<file path="src/ows_pkg.sv">
`timescale 1ns / 1ps
`default_nettype none

package ows_pkg;

  typedef enum logic [2:0] {
    ST_OK    = 3'd0,
    ST_COUNT = 3'd1,
    ST_GAP   = 3'd2,
    ST_WIDTH = 3'd3,
    ST_EMPTY = 3'd4,
    ST_RANGE = 3'd5
  } status_e;

  typedef enum logic [2:0] {
    REG_SAMPLE_UNIT = 3'd0,
    REG_GAP_LIMIT   = 3'd1,
    REG_ZERO_MIN    = 3'd2,
    REG_ZERO_MAX    = 3'd3,
    REG_ONE_MIN     = 3'd4
  } cfg_reg_e;

  localparam int unsigned CountW   = 7;
  localparam logic [CountW-1:0] CountMax = 7'd127;
  localparam int unsigned WordW    = 40;

  localparam logic [7:0]  SampleUnitRst = 8'd1;
  localparam logic [15:0] GapLimitRst   = 16'd650;
  localparam logic [15:0] ZeroMinRst    = 16'd1500;
  localparam logic [15:0] ZeroMaxRst    = 16'd2000;
  localparam logic [15:0] OneMinRst     = 16'd3500;

  // temperature conversion
  localparam logic [15:0] TempOffset = 16'h04C4;
  localparam logic [15:0] NegLimit   = 16'd3000;
  localparam logic [15:0] NegBase    = 16'd4096;
  localparam logic [15:0] TempMax    = 16'h0258;
  localparam logic [15:0] NegFlag    = 16'h8000;
  // floor(x / 9) = (x * 466034) >> 22 for any x below 2^19
  localparam logic [18:0] Recip9     = 19'd466034;
  localparam int unsigned Recip9Sh   = 22;

  localparam int unsigned OutDepth   = 4;
  localparam int unsigned BurstDepth = 2;

  typedef struct packed {
    logic [7:0]  sample_unit;
    logic [15:0] gap_limit_us;
    logic [15:0] zero_min_us;
    logic [15:0] zero_max_us;
    logic [15:0] one_min_us;
  } cfg_t;

  // a finished burst as the front hands it over
  typedef struct packed {
    logic [WordW-1:0] word;
    status_e          pre_status;
  } burst_t;

  typedef struct packed {
    status_e     status;
    logic [7:0]  rolling_code;
    logic [1:0]  channel;
    logic [15:0] temperature;
    logic [7:0]  humidity;
  } result_t;

endpackage

`default_nettype wire

</file>
<file path="src/ows_queue.sv">
`timescale 1ns / 1ps
`default_nettype none

module ows_queue #(
  parameter int unsigned DEPTH = 2,
  parameter int unsigned WIDTH = 8
) (
  input  logic                         clk_i,
  input  logic                         rst_ni,
  input  logic                         push_i,
  input  logic [WIDTH-1:0]             data_i,
  input  logic                         pop_i,
  output logic [WIDTH-1:0]             data_o,
  output logic                         full_o,
  output logic                         empty_o,
  output logic [$clog2(DEPTH+1)-1:0]   count_o
);

  localparam int unsigned PtrW = (DEPTH > 1) ? $clog2(DEPTH) : 1;
  localparam int unsigned CntW = $clog2(DEPTH + 1);

  logic [WIDTH-1:0] mem_q [DEPTH];
  logic [PtrW-1:0]  wr_ptr_q, wr_ptr_d, rd_ptr_q, rd_ptr_d;
  logic [CntW-1:0]  cnt_q, cnt_d;
  logic             do_push, do_pop;

  assign full_o  = (cnt_q == CntW'(DEPTH));
  assign empty_o = (cnt_q == '0);
  assign count_o = cnt_q;
  assign data_o  = mem_q[rd_ptr_q];

  assign do_push = push_i && !full_o;
  assign do_pop  = pop_i && !empty_o;

  always_comb begin
    wr_ptr_d = wr_ptr_q;
    rd_ptr_d = rd_ptr_q;
    cnt_d    = cnt_q;
    if (do_push) begin
      wr_ptr_d = (wr_ptr_q == PtrW'(DEPTH - 1)) ? '0 : wr_ptr_q + 1'b1;
    end
    if (do_pop) begin
      rd_ptr_d = (rd_ptr_q == PtrW'(DEPTH - 1)) ? '0 : rd_ptr_q + 1'b1;
    end
    if (do_push && !do_pop) begin
      cnt_d = cnt_q + 1'b1;
    end else if (do_pop && !do_push) begin
      cnt_d = cnt_q - 1'b1;
    end
  end

  always_ff @(posedge clk_i or negedge rst_ni) begin
    if (!rst_ni) begin
      wr_ptr_q <= '0;
      rd_ptr_q <= '0;
      cnt_q    <= '0;
    end else begin
      wr_ptr_q <= wr_ptr_d;
      rd_ptr_q <= rd_ptr_d;
      cnt_q    <= cnt_d;
    end
  end

  always_ff @(posedge clk_i) begin
    if (do_push) begin
      mem_q[wr_ptr_q] <= data_i;
    end
  end

endmodule

`default_nettype wire

</file>
<file path="src/ows_front.sv">
`timescale 1ns / 1ps
`default_nettype none

module ows_front #(
  parameter int unsigned PULSES_PER_BURST = 82
) (
  input  logic            clk_i,
  input  logic            rst_ni,
  input  ows_pkg::cfg_t   cfg_i,
  input  logic            accept_i,
  input  logic [15:0]     pulse_len_i,
  input  logic            last_pulse_i,
  output logic            burst_valid_o,
  output ows_pkg::burst_t burst_o
);

  import ows_pkg::*;

  localparam logic [CountW-1:0] NPulses = CountW'(PULSES_PER_BURST);

  logic [CountW-1:0] cnt_q, cnt_d;
  logic [WordW-1:0]  word_q, word_d;
  status_e           ferr_q, ferr_d;

  logic [7:0]  su;
  logic [23:0] len_us;
  logic [24:0] len_us_plus;
  logic        decode, is_width, bit_one, width_err, gap_err;

  // limits stay in microseconds: p > floor(L/su) iff p*su > L,
  // and p < floor(L/su) iff p*su + su <= L
  assign su          = (cfg_i.sample_unit == '0) ? 8'd1 : cfg_i.sample_unit;
  assign len_us      = {8'd0, pulse_len_i} * {16'd0, su};
  assign len_us_plus = {1'b0, len_us} + {17'd0, su};

  assign decode    = (cnt_q >= CountW'(2)) && (cnt_q < NPulses);
  assign is_width  = !cnt_q[0];
  assign bit_one   = len_us > {8'd0, cfg_i.one_min_us};
  assign width_err = !bit_one && ((len_us > {8'd0, cfg_i.zero_max_us}) ||
                     (len_us_plus <= {9'd0, cfg_i.zero_min_us}));
  assign gap_err   = len_us > {8'd0, cfg_i.gap_limit_us};

  always_comb begin
    cnt_d  = (cnt_q == CountMax) ? cnt_q : cnt_q + 1'b1;
    word_d = word_q;
    ferr_d = ferr_q;
    if (decode) begin
      if (is_width) begin
        word_d = {word_q[WordW-2:0], bit_one};
        if (width_err && ferr_q == ST_OK) begin
          ferr_d = ST_WIDTH;
        end
      end else if (gap_err && ferr_q == ST_OK) begin
        ferr_d = ST_GAP;
      end
    end
  end

  assign burst_valid_o      = accept_i && last_pulse_i;
  assign burst_o.word       = word_d;
  assign burst_o.pre_status = (cnt_d != NPulses) ? ST_COUNT : ferr_d;

  always_ff @(posedge clk_i or negedge rst_ni) begin
    if (!rst_ni) begin
      cnt_q  <= '0;
      word_q <= '0;
      ferr_q <= ST_OK;
    end else if (accept_i) begin
      if (last_pulse_i) begin
        cnt_q  <= '0;
        word_q <= '0;
        ferr_q <= ST_OK;
      end else begin
        cnt_q  <= cnt_d;
        word_q <= word_d;
        ferr_q <= ferr_d;
      end
    end
  end

endmodule

`default_nettype wire

</file>
<file path="src/ows_back.sv">
`timescale 1ns / 1ps
`default_nettype none

module ows_back (
  input  logic                                    clk_i,
  input  logic                                    rst_ni,
  input  logic                                    burst_avail_i,
  input  ows_pkg::burst_t                         burst_i,
  output logic                                    burst_pop_o,
  input  logic [$clog2(ows_pkg::OutDepth+1)-1:0]  out_count_i,
  output logic                                    result_valid_o,
  output ows_pkg::result_t                        result_o
);

  import ows_pkg::*;

  localparam int unsigned OcW = $clog2(OutDepth + 1);

  logic [WordW-1:0] s1_word_q, s2_word_q;
  status_e          s1_pre_q, s2_pre_q;
  logic [18:0]      s1_x_q;
  logic [15:0]      s2_t_q;
  logic             s1_v_q, s2_v_q;

  logic [OcW:0]  used;
  logic [15:0]   t_off;
  logic [18:0]   x5;
  logic [37:0]   prod;

  // never start a burst the output queue might not have room for
  assign used        = {1'b0, out_count_i} + (OcW+1)'(s1_v_q) + (OcW+1)'(s2_v_q);
  assign burst_pop_o = burst_avail_i && (used < (OcW+1)'(OutDepth));

  assign t_off = {4'd0, burst_i.word[23:12]} - TempOffset;
  assign x5    = {1'b0, t_off, 2'b00} + {3'd0, t_off};
  assign prod  = {19'd0, s1_x_q} * {19'd0, Recip9};

  always_ff @(posedge clk_i or negedge rst_ni) begin
    if (!rst_ni) begin
      s1_v_q <= 1'b0;
      s2_v_q <= 1'b0;
    end else begin
      s1_v_q <= burst_pop_o;
      s2_v_q <= s1_v_q;
    end
  end

  always_ff @(posedge clk_i) begin
    s1_word_q <= burst_i.word;
    s1_pre_q  <= burst_i.pre_status;
    s1_x_q    <= x5;
    s2_word_q <= s1_word_q;
    s2_pre_q  <= s1_pre_q;
    s2_t_q    <= prod[Recip9Sh+15:Recip9Sh];
  end

  status_e     status;
  logic [15:0] temp;
  logic [15:0] neg_mag;

  assign neg_mag = NegBase - s2_t_q;

  always_comb begin
    status = ST_OK;
    temp   = s2_t_q;
    if (s2_pre_q != ST_OK) begin
      status = s2_pre_q;
    end else if (s2_word_q[39:24] == '0 || s2_word_q[23:0] == '0) begin
      status = ST_EMPTY;
    end else if (s2_t_q > NegLimit) begin
      if (s2_t_q > NegBase || neg_mag > TempMax) begin
        status = ST_RANGE;
      end else begin
        temp = neg_mag | NegFlag;
      end
    end else if (s2_t_q > TempMax) begin
      status = ST_RANGE;
    end
  end

  assign result_valid_o = s2_v_q;

  always_comb begin
    result_o.status       = status;
    result_o.rolling_code = '0;
    result_o.channel      = '0;
    result_o.temperature  = '0;
    result_o.humidity     = '0;
    if (status == ST_OK) begin
      result_o.rolling_code = s2_word_q[39:32];
      result_o.channel      = s2_word_q[1:0];
      result_o.temperature  = temp;
      result_o.humidity     = s2_word_q[11:4];
    end
  end

endmodule

`default_nettype wire

</file>
<file path="src/ook_weather_sensor_decoder.sv">
`timescale 1ns / 1ps
`default_nettype none

// Decodes 40-bit weather sensor bursts from a stream of pulse lengths. One
// pulse is taken every cycle while full is low: the front end multiplies the
// pulse length by the sample unit and compares it against the microsecond
// limits in the same cycle, shifting a bit into the word on each width pulse.
// A pulse marked last closes the burst and parks it in a two-entry burst queue;
// full rises only while that queue holds two bursts the back end has not
// started. The back end turns a burst into a result through temperature offset
// and times five, a reciprocal multiply for the divide by nine, then the range
// and status checks, with a register after each of the first two, and writes
// it into a four-entry result queue, starting a burst only when the queue is
// sure to have room. A result reaches the result ports through the burst queue,
// both back-end registers and the result queue. Configuration registers sit at
// byte offsets 0, 4, 8, 12 and 16 and should be written only between bursts.

module ook_weather_sensor_decoder #(
  parameter int unsigned PULSES_PER_BURST = 82
) (
  input  logic        clk_i,
  input  logic        rst_ni,
  input  logic        psel,
  input  logic        penable,
  input  logic        pwrite,
  input  logic [4:0]  paddr,
  input  logic [31:0] pwdata,
  output logic [31:0] prdata,
  output logic        pready,
  input  logic        push,
  output logic        full,
  input  logic [15:0] pulse_len_i,
  input  logic        last_pulse_i,
  output logic        empty,
  input  logic        pop,
  output logic [2:0]  status_o,
  output logic [7:0]  rolling_code_o,
  output logic [1:0]  channel_o,
  output logic [15:0] temperature_o,
  output logic [7:0]  humidity_o
);

  import ows_pkg::*;

  cfg_t     cfg_q;
  logic     cfg_wr;
  cfg_reg_e reg_sel;

  assign pready  = 1'b1;
  assign cfg_wr  = psel && penable && pwrite && pready;
  assign reg_sel = cfg_reg_e'(paddr[4:2]);

  always_ff @(posedge clk_i or negedge rst_ni) begin
    if (!rst_ni) begin
      cfg_q.sample_unit  <= SampleUnitRst;
      cfg_q.gap_limit_us <= GapLimitRst;
      cfg_q.zero_min_us  <= ZeroMinRst;
      cfg_q.zero_max_us  <= ZeroMaxRst;
      cfg_q.one_min_us   <= OneMinRst;
    end else if (cfg_wr) begin
      case (reg_sel)
        REG_SAMPLE_UNIT: cfg_q.sample_unit  <= pwdata[7:0];
        REG_GAP_LIMIT:   cfg_q.gap_limit_us <= pwdata[15:0];
        REG_ZERO_MIN:    cfg_q.zero_min_us  <= pwdata[15:0];
        REG_ZERO_MAX:    cfg_q.zero_max_us  <= pwdata[15:0];
        REG_ONE_MIN:     cfg_q.one_min_us   <= pwdata[15:0];
        default: ;
      endcase
    end
  end

  always_comb begin
    case (reg_sel)
      REG_SAMPLE_UNIT: prdata = {24'd0, cfg_q.sample_unit};
      REG_GAP_LIMIT:   prdata = {16'd0, cfg_q.gap_limit_us};
      REG_ZERO_MIN:    prdata = {16'd0, cfg_q.zero_min_us};
      REG_ZERO_MAX:    prdata = {16'd0, cfg_q.zero_max_us};
      REG_ONE_MIN:     prdata = {16'd0, cfg_q.one_min_us};
      default:         prdata = '0;
    endcase
  end

  // front end
  logic   accept;
  logic   burst_push;
  burst_t burst_in, burst_head;
  logic   burst_full, burst_empty, burst_pop;

  assign accept = push && !full;
  assign full   = burst_full;

  ows_front #(
    .PULSES_PER_BURST(PULSES_PER_BURST)
  ) u_front (
    .clk_i        (clk_i),
    .rst_ni       (rst_ni),
    .cfg_i        (cfg_q),
    .accept_i     (accept),
    .pulse_len_i  (pulse_len_i),
    .last_pulse_i (last_pulse_i),
    .burst_valid_o(burst_push),
    .burst_o      (burst_in)
  );

  ows_queue #(
    .DEPTH(BurstDepth),
    .WIDTH($bits(burst_t))
  ) u_burst_q (
    .clk_i  (clk_i),
    .rst_ni (rst_ni),
    .push_i (burst_push),
    .data_i (burst_in),
    .pop_i  (burst_pop),
    .data_o (burst_head),
    .full_o (burst_full),
    .empty_o(burst_empty),
    .count_o()
  );

  // back end
  logic                         res_valid;
  result_t                      res_in, res_head;
  logic [$clog2(OutDepth+1)-1:0] res_count;
  logic                         res_full;

  ows_back u_back (
    .clk_i         (clk_i),
    .rst_ni        (rst_ni),
    .burst_avail_i (!burst_empty),
    .burst_i       (burst_head),
    .burst_pop_o   (burst_pop),
    .out_count_i   (res_count),
    .result_valid_o(res_valid),
    .result_o      (res_in)
  );

  ows_queue #(
    .DEPTH(OutDepth),
    .WIDTH($bits(result_t))
  ) u_result_q (
    .clk_i  (clk_i),
    .rst_ni (rst_ni),
    .push_i (res_valid),
    .data_i (res_in),
    .pop_i  (pop),
    .data_o (res_head),
    .full_o (res_full),
    .empty_o(empty),
    .count_o(res_count)
  );

  // credit check in the back end keeps the result queue from overflowing
  logic unused_res_full;
  assign unused_res_full = res_full;

  assign status_o       = res_head.status;
  assign rolling_code_o = res_head.rolling_code;
  assign channel_o      = res_head.channel;
  assign temperature_o  = res_head.temperature;
  assign humidity_o     = res_head.humidity;

endmodule

`default_nettype wire

</file>
<file path="config.mk">
export PLATFORM = sky130hd
export DESIGN_NAME = ook_weather_sensor_decoder
export DESIGN_NICKNAME = d
export VERILOG_FILES = /design/src/ows_pkg.sv /design/src/ows_queue.sv /design/src/ows_front.sv /design/src/ows_back.sv /design/src/ook_weather_sensor_decoder.sv
export SDC_FILE = /design/constraint.sdc
export NUM_CORES = 1
export LEC_CHECK = 0
export BUFFER_PORTS_ARGS = -buffer_cell sky130_fd_sc_hd__clkbuf_2
export CAP_MARGIN = 20
export CORE_ASPECT_RATIO = 1.75
export CORE_MARGIN = 3
export CORE_UTILIZATION = 55
export DETAILED_ROUTE_END_ITERATION = 8
export PLACE_DENSITY = 0.81
export SLEW_MARGIN = 25
export SYNTH_ARGS = -nofsm -noshare
export SYNTH_HDL_FRONTEND = slang
export SYNTH_SLANG_ARGS = --single-unit
</file>
<file path="constraint.sdc">
create_clock -name clk_i -period 8.86 [get_ports clk_i]
set_clock_uncertainty 0.1 [all_clocks]
set_input_delay 0.886 -clock clk_i [delete_from_list [all_inputs] [get_ports clk_i]]
set_output_delay 0.886 -clock clk_i [all_outputs]
set_load 0.01 [all_outputs]
</file>
# Word level (Yosys, flattened, before mapping)
# Memories as Yosys holds them, arrays and structs flattened.
# Cells that the tools add are included.
[classes]
n_addsub = 15
multipliers = 2
magnitude_cmp = 11
eq_ne = 10
mux = 35
reduce_logical = 45
[ops]
columns = ["op", "count"]
rows = [
  ["40-bit 2-to-1 mux", 3],
  ["16-bit one-hot mux with 5 select lines", 1],
  ["24-bit by 16-bit > comparator with 1-bit output", 3],
  ["16-bit 2-to-1 mux", 4],
  ["3-bit 2-to-1 mux", 13],
  ["19-bit by 18-bit multiplier with 37-bit output, second input constant", 1],
  ["34-bit 2-to-1 mux", 1],
  ["16-bit by 10-bit > comparator with 1-bit output, second input constant", 2],
  ["24-bit by 8-bit adder with 25-bit output", 1],
  ["25-bit by 16-bit less-or-equal comparator with 1-bit output", 1],
  ["24-bit zero test", 1],
  ["16-bit by 8-bit multiplier with 24-bit output", 1],
  ["18-bit by 16-bit adder with 19-bit output", 1],
  ["1-bit logical AND", 17],
  ["16-bit by 12-bit > comparator with 1-bit output, second input constant", 1],
  ["16-bit by 13-bit > comparator with 1-bit output, second input constant", 1],
  ["16-bit zero test", 1],
  ["13-bit by 16-bit subtractor with 16-bit output, first input constant", 1],
  ["7-bit 2-to-1 mux", 2],
  ["12-bit by 11-bit subtractor with 13-bit output, second input constant", 1],
  ["3-bit zero test", 4],
  ["2-bit AND reduction", 5],
  ["1-bit zero test", 9],
  ["8-bit zero test", 1],
  ["other kinds (24)", 42],
]
[totals]
ff_bits = 256
ram_bits = 234
in_bits = 61
output_inout_bits = 72
mem_count = 2
[mem_list]
columns = ["name", "depth", "width", "rd", "rd_clocked_by_memory_dff", "write_ports", "line_no", "rtl"]
rows = [
  ["u_result_q.mem_q", 4, 37, 1, 0, 1, "ows_queue.sv:22", "logic [WIDTH-1:0] mem_q [DEPTH];"],
  ["u_burst_q.mem_q", 2, 43, 1, 0, 1, "ows_queue.sv:22", ""],
]

# Depth between registers and ports, before layout
# Gate-level depths: netlist of run 1.
[depth]
word_depth = 12
depth_mapped = 31
depth_no_buf = 29

# Cells and area by module
# From an unflattened synthesis of run 1, not the netlist that was laid out.
[hier_totals]
cells_unflattened = 2638
area_unflattened_um2 = 30485.5
[by_module_without_submodules]
columns = ["module", "n_inst", "cells_per_inst", "area_per_inst_um2"]
rows = [
  ["ows_front", 1, 1170, 9256.4],
  ["ows_back", 1, 835, 8475.6],
  ["ows_queue (u_result_q)", 1, 230, 5803.1],
  ["ows_queue (u_burst_q)", 1, 153, 3500.9],
  ["ook_weather_sensor_decoder", 1, 250, 3449.6],
]

# Worst setup path after synthesis of run 1
# No wires, ideal clock.
[synth_timing]
path_kind = "input-to-reg"
start = "input pulse_len_i[1]"
end = "memory u_burst_q.mem_q[0][1] (netlist name), data pin"
setup_time_ps = 157
arrival_time_ps = 6741
required_time_ps = 8603
path_slack_ps = 1862
stages = 25
path_buffers = 2
path_cell_list = "and2_1 -> fa_1 -> fa_1 -> fa_1 -> inv_1 -> fa_1 -> inv_1 -> ha_1 -> buf_4 -> or3b_2 -> nand3_1 -> or3b_2 -> clkbuf_1 -> and4b_1 -> nand2_1 -> nor4_1 -> xor2_1 -> ha_1 -> a2111oi_0 -> o221ai_1 -> o211ai_1 -> nand2_1 -> nor4_1 -> o21ai_1 -> a21boi_1"
[synth_lines]
columns = ["item", "line_no", "rtl"]
rows = [
  ["start, declared", "ook_weather_sensor_decoder.sv:32", "input logic [15:0] pulse_len_i,"],
  ["end, declared", "ows_queue.sv:22", ""],
]

==> results of run 1 <==
## metrics by stage
| stage | hold slack (ns) | util | worst slack (ns) |
|---|---|---|---|
| 6_report | 0.200 | 0.610 | 0.901 |
| 5_1_grt | 0.207 | 0.610 | 0.472 |
| 3_5_place_dp | 0.212 | 0.581 | 0.969 |
| 4_1_cts | 0.198 | 0.610 | 0.959 |
| 2_1_floorplan | 0.210 | - | 1.86 |
| 3_3_place_gp | 0.211 | 0.581 | 1.09 |
## worst paths after layout
check / cells past startpoint / slack [ns] / to
hold / removal: 0 / 0.20 / u_back.s2_word_q[22]$_DFF_P_
setup / recovery: 27 / 0.90 / u_burst_q.mem_q[1][1]$_DFFE_PP_
setup reg to reg: 27 / 0.90 / u_burst_q.mem_q[1][1]$_DFFE_PP_
max in group asynchronous: 2 / 7.04 / u_result_q.rd_ptr_q[0]$_DFFE_PN0P_
hold reg to reg: 0 / 0.20 / u_back.s2_word_q[22]$_DFF_P_
min in group asynchronous: 1 / 0.21 / cfg_q[63]$_DFFE_PN0P_
## cell type report
class | count | area, µm² | area share
multi-input cells | 1612 | 15200 | 0.472
flip-flops and latches | 485 | 12800 | 0.397
clock inverters | 20 | 243 | 0.00756
well taps | 678 | 848 | 0.0264
inverters | 302 | 1130 | 0.0353
clock buffers | 60 | 1310 | 0.0407
repair buffers | 121 | 672 | 0.0209
## logic make-up (layout without fill, tap and decap cells)
kind of cell    Yosys count  in the layout  synth area share
compound gates          387            387            0.0888
flops                   485            485             0.434
mux                     177            177            0.0811
buf+inv                 423            503            0.0567
fa+ha+maj               434            434             0.226
simple gates            497            497            0.0898
other cells               2             37          0.000255
xor+xnor                 80             80            0.0238
## metal layers
| metal | vias up | global-route usage | share of wire |
|---|---|---|---|
| met5 | - | 0 | 0.00043 |
| met4 | 4 | 0.115 | 0.051 |
| met3 | 186 | 0.0264 | 0.038 |
| met2 | 504 | 0.447 | 0.56 |
| met1 | 9557 | 0.243 | 0.35 |
| li1 | 8784 | - | - |
## flip-flops by register name, indices dropped and copies added (netlist names), 3 cells and up
name	count
u_result_q.mem_q	148
u_burst_q.mem_q	86
cfg_q	72
u_back.s1_word_q	40
u_back.s2_word_q	40
u_front.word_q	40
u_back.s2_t_q	16
u_back.s1_x_q	14
u_front.cnt_q	7
u_back.s1_pre_q	3
u_back.s2_pre_q	3
u_front.ferr_q	3
u_result_q.count_o	3
## cells in the final DEF (no fill, tap or decap), drive strengths merged, types with 90 or more instances in the layout
| master | instances |
|---|---|
| dfxtp | 116 |
| inv | 307 |
| nand2 | 113 |
| dfrtp | 110 |
| ha | 272 |
| clkbuf | 156 |
| and2 | 123 |
| mux2 | 121 |
| o21ai | 90 |
| edfxtp | 234 |
| fa | 162 |
==> impl_metrics.yaml, run 1 <==
run_status:
  status: "complete, no violations"
layout:
  final_nets: 3060
  drive_above_1_share: 0.157
  fin_cells: 3278
  num_antenna_cells: 0
  nFillCells: 3972
  final_cell_area_um2: 32100
  area.growth.synth_to_final_pct: 9.18
setup_path:
  worst_setup_path_end_kind: "flip-flop"
  r2r_start: "cfg_q[68]$_DFFE_PN0P_"
  crit_family: "adder cells"
  cp.arrival_ns: 8.25
  path_buf_inv: 4
  slowest_delay_ns: 0.71
  crit_required_ns: 9.15
  crit_slowest_cell: "fa_1"
  path_max_fanout: 20
  criticalPathCategory: "flip-flop to flip-flop"
  startpoint: "cfg_q[68]$_DFFE_PN0P_"
  crit_path_start_kind: "flip-flop"
synthesis:
  ys.flop_type: "edfxtp_1"
  seq_area_frac_synth: 0.434
  synth_top_cell_by_area: "edfxtp_1"
  avgSynthCellArea_um2: 11.8
  synth-edff-count: 234
  async_flop_share: 0.278
  synth_cells: 2485
  yosysTopAreaCellShare: 0.239
  yosys_warnings: 0
  synthTopCellsByArea: "edfxtp_1 (24%), ha_1 (12%), fa_1 (11%)"
  synth.most_common_cell: "inv_1"
  synth_seq_cells: 485
  netlist_area_um2: 29400
  ys_types: 82
  netlist_top_cells_count: "inv_1 (302), ha_1 (272), edfxtp_1 (234), fa_1 (162), mux2_2 (121)"
detailed_routing:
  dr_total_vias: 19000
  dr.pass1.iters: 7
  drtIter0Drc: 929
  drc: 0
  finalWirelength_mm: 65.3
  drtAntennaViolNets: 0
  wl_per_cell_um: 19.9
  vias_per_cell: 5.81
job:
  maxCapViolCount: 0
die:
  die-area_um2: 56400
  start_util: 0.559
  die_width_um: 181
  ios: 133
  fp.dieH_um: 312
  core_um2: 52600
  rows: 111
clocking:
  clock_latency_ns: 0.60
  holdBufCountCts: 0
  clk_pin_slew_ns: 0.07
  clock-sinks: 485
  cts-root-buf: "clkbuf_16"
  cts.path.max_buffers: 3
  cts_tree: "done"
  cts_resized: 0
  numCtsBuffers: 43
  htreeDepth: 2
  post-cts-setup-buffers: 0
sta:
  finalHoldViolCount: 0
  rsz0062_at_grt: "no"
  worst_pin_slew_ns: 0.999
  timing.setup.tns_ns: 0
  slew_viol_final: 0
  relSlewSlack: 0.332
  fmax_ghz: 0.126
  fin_crit_sh: 0.898
  min_period_ns: 7.96
  setup_violations: 0
grt:
  grt_start_max_net_pins: 77
  antenna_found_initial: 2
  grt_pass1_vias: 20600
  grt_usage: 0.231
  grt.overflow.total: 0
  grt_pass1_wl_mm: 105
place:
  port_buffers: 97
  place_congestion: 0.955
  dp_hpwl_mm: 47.7
  dp.cells: 3198
  placed_cell_area_um2: 30600
hold_path:
  hold_path.class: "flip-flop to flip-flop"
  worstHoldStart: "u_back.s1_word_q[22]$_DFF_P_"
Power of run 1 is not shown: default switching activity piles up to over one toggle a cycle in this logic, so the estimate is an artifact.
==> run 2, diff against run 1 <==
--- a/config.mk
+++ b/config.mk
@@ -12,6 +12,7 @@
 export CORE_UTILIZATION = 55
 export DETAILED_ROUTE_END_ITERATION = 8
 export PLACE_DENSITY = 0.81
+export REMOVE_ABC_BUFFERS = 1
 export SLEW_MARGIN = 25
 export SYNTH_ARGS = -nofsm -noshare
 export SYNTH_HDL_FRONTEND = slang
==> impl_metrics.yaml, run 2 (same netlist as run 1, synthesis figures left out) <==
run_status:
  status: "complete, no violations"
sta:
  slew_viol_final: 0
  setup_violations: 0
  fmax_ghz: 0.124
  timing.setup.tns_ns: 0
  worst_pin_slew_ns: 1.07
  rsz0062_at_grt: "no"
  min_period_ns: 8.09
  relSlewSlack: 0.286
  fin_crit_sh: 0.914
  finalHoldViolCount: 0
grt:
  grt_start_max_net_pins: 77
  antenna_found_initial: 0
  grt_pass1_wl_mm: 107
  grt_usage: 0.234
  grt_pass1_vias: 20900
  grt.overflow.total: 0
layout:
  regArea_um2: 12800
  reg_top3: "u_result_q.mem_q (148), u_burst_q.mem_q (86), cfg_q (72)"
  num_antenna_cells: 0
  multi_input_comb_area_um2: 15200
  drive_above_1_share: 0.160
  mostFrequentLayoutCells: "inv_1 (302), ha_1 (272), edfxtp_1 (234)"
  nFillCells: 3891
  final_common_cell: "inv_1"
  largest_reg_flops: 148
  largest-register: "u_result_q.mem_q"
  final_nets: 3070
  area.growth.synth_to_final_pct: 9.76
job:
  maxCapViolCount: 0
detailed_routing:
  dr.pass1.iters: 5
  wl_per_cell_um: 20.0
  drc: 0
  drtIter0Drc: 1068
  finalWirelength_mm: 65.9
  drtAntennaViolNets: 0
  vias_per_cell: 5.83
  dr_total_vias: 19200
setup_path:
  reg2reg_slack_ns: 0.77
  reg2reg_depth: 23
  worstReg2RegEnd: "u_burst_q.mem_q[1][1]$_DFFE_PP_"
  r2r_start: "cfg_q[70]$_DFFE_PN0P_"
  cp.arrival_ns: 8.41
  worst_setup_path_end_kind: "flip-flop"
  path_max_fanout: 21
  cp_cell_sequence: "and2_1, fa_1, fa_1, fa_1, inv_1, fa_1, inv_1, ha_1, or3b_2, o221ai_1, or3b_2, and4b_1, nand2_1, nor4_1, xor2_1, ha_1, a2111oi_0, o221ai_1, o211ai_1, nand2_1, nor4_1, o21ai_1, a21boi_1"
  criticalPathCategory: "flip-flop to flip-flop"
  crit_family: "adder cells"
  crit_required_ns: 9.17
  cpMostUsedCell: "fa_1"
  path_buf_inv: 2
  slowest_delay_ns: 0.92
  crit_slowest_cell: "dfrtp_1"
  crit_path_start_kind: "flip-flop"
clocking:
  post-cts-setup-buffers: 0
  htreeDepth: 2
  cts_resized: 0
  cts.path.max_buffers: 3
  clock-sinks: 485
  holdBufCountCts: 0
  cts_tree: "done"
  clock_latency_ns: 0.58
  cts-root-buf: "clkbuf_16"
  numCtsBuffers: 46
  clk_pin_slew_ns: 0.07
place:
  dp_hpwl_mm: 49.1
  port_buffers: 97
  place_congestion: 0.981
die:
  rows: 111
  die_width_um: 181
  start_util: 0.559
  core_um2: 52600
  ios: 133
  die-area_um2: 56400
  fp.dieH_um: 312
hold_path:
  hold_path.class: "flip-flop to flip-flop"
  worstHoldStart: "u_back.s1_word_q[14]$_DFF_P_"
  min_to: "u_back.s2_word_q[14]$_DFF_P_"
  min_path_cells: 0
## run 2: changes by cell type in the layout (fill, tap and decap cells not counted), sizes merged
cell and delta:
buf +7, bufinv +4, clkinv +1, clkinvlp +1
## run 2: worst max path at each step
| stage | from | endpoint | slack (ns) | depth (start not counted) |
|---|---|---|---|---|
| floorplan | pulse_len_i[1] | u_burst_q.mem_q[0][1]$_DFFE_PP_ | 2.00 | 23 |
| global placement | pulse_len_i[1] | u_burst_q.mem_q[0][1]$_DFFE_PP_ | 0.78 | 24 |
| detailed placement | pulse_len_i[1] | u_burst_q.mem_q[1][1]$_DFFE_PP_ | 0.70 | 24 |
| CTS | cfg_q[70]$_DFFE_PN0P_ | u_burst_q.mem_q[1][1]$_DFFE_PP_ | 0.76 | 23 |
| global route | cfg_q[70]$_DFFE_PN0P_ | u_burst_q.mem_q[1][1]$_DFFE_PP_ | 0.06 | 23 |
| finish | cfg_q[70]$_DFFE_PN0P_ | u_burst_q.mem_q[1][1]$_DFFE_PP_ | 0.77 | 23 |
## run 2: stage by stage
stage | cell area, µm² | hold WS (ns) | setup WS, ns | cells | util
after floorplan | 29000 | 0.210 | 2.00 | 2399 | -
after global placement | 30600 | 0.211 | 0.778 | 3205 | 0.582
after detailed placement | 30600 | 0.212 | 0.697 | 3205 | 0.582
after CTS | 32300 | 0.226 | 0.761 | 3291 | 0.613
after global routing | 32300 | 0.230 | 0.0632 | 3291 | 0.614
final | 32300 | 0.223 | 0.765 | 3291 | 0.614
## run 2: final cells by class
class	count	area share
inverter	302	0.0351
sequential	485	0.395
multi-input combinational	1612	0.469
timing repair buffer	128	0.0224
tap	678	0.0263
clock buffer	60	0.0404
clock inverter	26	0.0114
## run 2: worst register-to-register path, delay by kind of cell, from the launching register on
| kind | cells | cell delay (ns) |
|---|---|---|
| AO/OA/AOI/OAI | 6 | 1.26 |
| XOR/XNOR | 1 | 0.14 |
| adder cells (fa/ha/maj) | 6 | 2.81 |
| buffers and inverters | 2 | 0.11 |
| flip-flops | 1 | 0.92 |
| AND/OR/NAND/NOR | 8 | 2.62 |
## run 2: metal layers
layer,global-route usage,share of wire,wire [µm]
met1,0.241,0.34,22300
met2,0.454,0.56,36900
met3,0.0249,0.037,2450
met4,0.131,0.064,4200
met5,0,0,0
Power of run 2 is left out for the same reason.
